$ cat src/design/fcl_ram.sv
// generic single write port ram with registered read
`timescale 1ns / 1ps
module fcl_ram #(
   parameter int WIDTH = 16,
   parameter int DEPTH = 64
) (
   input  logic                     clock,
   input  logic                     wr_en,
   input  logic [$clog2(DEPTH)-1:0] wr_addr,
   input  logic [WIDTH-1:0]         wr_data,
   input  logic [$clog2(DEPTH)-1:0] rd_addr,
   output logic [WIDTH-1:0]         rd_data
);
   logic [WIDTH-1:0] mem [DEPTH];

   // write and registered read
   always_ff @(posedge clock) begin
      if (wr_en) begin
         mem[wr_addr] <= wr_data;
      end
      rd_data <= mem[rd_addr];
   end
endmodule

$ cat config.mk
export PLATFORM = sky130hd
export DESIGN_NAME = fcl_ram
export DESIGN_NICKNAME = d
export VERILOG_FILES = /design/src/design/fcl_ram.sv
export SDC_FILE = /design/constraint.sdc
export NUM_CORES = 1
export LEC_CHECK = 0
export BUFFER_PORTS_ARGS = -buffer_cell sky130_fd_sc_hd__buf_2
export CAP_MARGIN = 20
export CORE_UTILIZATION = 60
export DETAILED_ROUTE_END_ITERATION = 7
export GPL_ROUTABILITY_DRIVEN = 0
export HOLD_SLACK_MARGIN = 0.06
export PLACE_DENSITY = 0.87
export SYNTH_ARGS = -nofsm -noshare
export SYNTH_HDL_FRONTEND = slang
export SYNTH_SLANG_ARGS = --single-unit
$ cat constraint.sdc
create_clock -name clock -period 2.86 [get_ports clock]
set_input_delay 0.286 -clock clock [delete_from_list [all_inputs] [get_ports clock]]
set_output_delay 0.286 -clock clock [all_outputs]
set_load 0.01 [all_outputs]
### After elaboration in Yosys (flattened, before gate mapping)

Memory sizes are Yosys's and may differ from the RTL's. A register that Yosys moved wholly into a read port is not among the register bits.
Index checks and enable logic that the tools add are counted.

| storage, ports and cells | value |
|---|---|
| memories | 1 |
| output and inout port bits | 16 |
| flip-flop bits (word level) | 0 |
| input bits | 30 |
| RAM bits | 1024 |
| word-level logic and storage cells | 3 |

Memories:

| name | depth | bits a word | read ports | clocked after memory_dff | wr ports | line | text |
|---|---|---|---|---|---|---|---|
| mem | 64 | 16 | 1 | 1 | 1 | 14 | `logic [WIDTH-1:0] mem [DEPTH];` |

| operators by class | value |
|---|---|
| mux-type cells | 2 |

Operator list:

| operator | number |
|---|---|
| $mux 1 | 2 |

### Logic depth before layout (Yosys ltp)

| logic depth | value |
|---|---|
| depth in word-level cells | 2 |
| depth in mapped cells | 10 |
| depth with buffers taken out | 5 |

### Worst setup path before layout

OpenSTA, ideal clock, no wires.

| timing | value |
|---|---|
| path type | in2reg |
| from | input wr_addr[3] |
| to | memory mem[48][0] (enable) |
| buffers on the path | 1 |
| required time | 2451 ps |
| data arrival time | 1912 ps |
| setup time | 409 ps |
| cell stages on the path | 4 |
| path slack | 539 ps |
| cell sequence | clkbuf_1 nor2b_1 nand4b_1 nor3_1 |

RTL lines:

| item | line | text |
|---|---|---|
| start: declaration | 9 | `input logic [$clog2(DEPTH)-1:0] wr_addr,` |
| end: declaration | 14 |  |

Straight into the memory's write port.

==> out/results.txt <==
Outcome -> finished, final reports clean
First-pass GRT wire length -> 144.5 mm
Switching power total -> 0.006560 W
Reg2reg end -> rd_data[13]
DR iter-0 viols -> 3177
Comb pwr share -> 0.053
Worst path max stage delay -> 0.75 ns
Seq cells post-synth -> 1040
Internal power -> 0.02500 W
Setup_tns -> 0 ns
P_leak -> 14.61 nW
Antenna violations before repair -> 12
CTS Sinks -> 1040
Initial core utilization -> 0.6080
Clock power frac -> 0.411
Die area -> 67770 sq um
WHS Path Cells -> 1
Die H -> 260.3 um
Syn nets -> 1859
Clock Pin Slew Worst Setup and Hold Paths -> 0.07 ns
Syn. warnings -> 0
Chip Width -> 260.3 um
Root Driver -> clkbuf_16
Adder-cell share of the synthesized area -> 0
Critical Path Stages -> 5
Post-synthesis cell count -> 1829
RSZ-0062 raised after global routing -> false
FF-to-FF Start -> mem[23][13]
Post-Syn Area per Cell -> 21.89 sq um
Min-delay worst type -> in2reg
R2R setup slack -> 0.46 ns
IO Count -> 46
GRT Util Overall -> 0.3040
TritonRoute pass-1 iters -> 6
Clk buf depth -> 3
Minimum clock period -> 2.399 ns
Mux cell area share after synthesis -> 0.1552
Area Overhead vs Synth -> 13.21%
Post-Synth XOR/XNOR Area -> 0
Grt ovf -> 0
PortBufs -> 45
Sequential share of power -> 0.537
Most frequent cells in the layout -> edfxtp_1 (1024), mux4_2 (220), buf_4 (147)
Post-placement cell area -> 42110 sq um
Vias in the first global route -> 21180
CTS Buf Count -> 97
Relative slew margins -> 0.3975
CP Max Fanout -> 2
Synth cell types -> 43
Via density -> 6.922
Worst Clk Skew -> 0.01963 ns
R2R depth -> 5
Sequential Area -> 31070 sq um
CTS H-tree lvls -> 3
Final Hold Viols -> 0
Layout cells sized above 1 -> 0.2838
Non-filler cells, final -> 2986
Worst endpoint required time -> 3.36 ns
Sequential area share after synthesis -> 0.7759
Crit-path slowest cell -> a31oi_1
Drt wl/cell -> 33.75 um
Area share of the largest cell type after synthesis -> 0.7679
Sw frac -> 0.2079
Fillers -> 3682
Critical Path Source -> mem[23][13]
Power density over the cells -> 696.1 nW/um^2
Detail Route Antenna Nets -> 0
Tcrit/Tclk final -> 0.8390
Compound-gate portion of the synthesized area -> 0.02409
Nets -> 2066
Final worst slack -> 0.4605 ns
Area occupied by multi-input gates -> 8249 sq um
Setup Buffers After CTS -> 0
Setup Slack @ Placement -> 0.09087 ns
Largest area contributor in the netlist -> edfxtp_1
Fmax -> 416.8 MHz
Dpl cells -> 2799
DR vias -> 20670
Final Slew Violations -> 0
WS Path Type -> reg2reg
Post-route cell area -> 45330 sq um
Largest family of logic cells by synthesized area -> multiplexers
Critical Path Start Type -> flop
Pin count of the biggest net entering global routing -> 65
CTS tree -> yes
Worst-path cell chain -> mux4_2, mux2i_1, a22oi_1, a31oi_1, a311oi_1
Leading cell type in the layout, fill and taps excluded -> edfxtp_1
Crit path capture -> rd_data[13]
Clock latency on the worst-skew pair -> 0.67 ns
WP data arrival -> 2.90 ns
Synthesized area -> 40040 sq um
Synth area leaders -> edfxtp_1 (77%), mux4_2 (12%), mux2i_1 (2.1%), dfxtp_1 (0.80%), mux2_2 (0.76%)
Worst-margin pin slew -> 0.9038 ns
Worst path bufs/invs -> 0
Dpl hpwl -> 57.15 mm
Crit path max-delay family -> compound AO/OA/AOI/OAI gates
Worst setup EP type -> flop
Final WL -> 100.8 mm
Std cell rows -> 94
Max cap viols -> 0
Core Box Area -> 65860 sq um
# setup viols final -> 0
Worst vdd ir -> 0.5338 mV
Simple-gate share of the synthesized area -> 0.02647
DRC Markers -> 0
==> power by group through the flow <==
stage          logic (W)  clock network, W  registers (W)
2_1_floorplan   0.000873                 0         0.0172
4_1_cts          0.00163            0.0130         0.0169
6_report         0.00166            0.0130         0.0169
5_1_grt          0.00171            0.0136         0.0169
3_5_place_dp     0.00159                 0         0.0172
3_3_place_gp     0.00153                 0         0.0172
==> per-stage QoR <==
stage	util	hold WS, ns	power, W
after floorplan	-	0.3849	0.01811
after global placement	0.6394	0.6857	0.01876
after detailed placement	0.6394	0.6943	0.01884
after CTS	0.6875	0.07376	0.03157
after global routing	0.6881	0.09179	0.03221
final	0.6883	0.09984	0.03156
==> layout make-up <==
class | count | area share
diodes | 8 | 0.0004416
clock buffers | 138 | 0.06086
clock inverters | 39 | 0.009025
multi-input cells | 685 | 0.1820
flip-flops and latches | 1040 | 0.6854
well taps | 864 | 0.02385
repair buffers | 212 | 0.03848
==> flip-flops by register name, indices dropped and copies added (netlist names) <==
name     flops
rd_data     16
mem       1024
==> metal layers <==
| layer | part of all wire | GRT usage | up-vias |
|---|---|---|---|
| li1 | - | - | 8090 |
| met1 | 0.32 | 0.3754 | 10560 |
| met2 | 0.50 | 0.5090 | 1671 |
| met3 | 0.12 | 0.07197 | 346 |
| met4 | 0.057 | 0.1480 | 4 |
| met5 | 0.00034 | 0 | - |
==> synth_stat cells (all sizes together) <==
cell type,n
a211o,8
a211oi,8
a21oi,17
a221o,6
a221oi,16
a22o,6
a22oi,39
a311oi,8
a31oi,8
a41oi,5
and2,2
and4,5
buf,77
clkbuf,27
dfxtp,16
edfxtp,1024
mux2,27
mux2i,85
mux4,224
nand2,60
nand2b,3
nand3,24
nand3b,2
nand4,12
nand4b,1
nor2,74
nor2b,30
nor3,2
nor4,3
o21ai,8
or3,1
or3b,1
==> how the worst min path moves through the flow <==
stage | to | from | slack, ns
3_5_place_dp | rd_data[4] | rd_data[4] | 0.69
4_1_cts | mem[53][6] | wr_data[6] | 0.07
3_3_place_gp | rd_data[4] | rd_data[4] | 0.69
5_1_grt | mem[53][6] | wr_data[6] | 0.09
6_report | mem[53][6] | wr_data[6] | 0.1
2_1_floorplan | mem[0][0] | wr_data[0] | 0.38
==> cells by family (layout without fill, tap and decap cells) <==
logic type	count (synthesis)	after routing
simple gates	220	220
other cells	0	8
buf+inv	104	389
flops	1040	1040
mux	336	336
compound gates	129	129
==> repair_timing <==
item,4_1_cts,5_1_grt
endpoints found under the hold margin,0,11
gates resized for setup,0,0
hold buffers,0,1
Power figures use the tool's default switching activity.
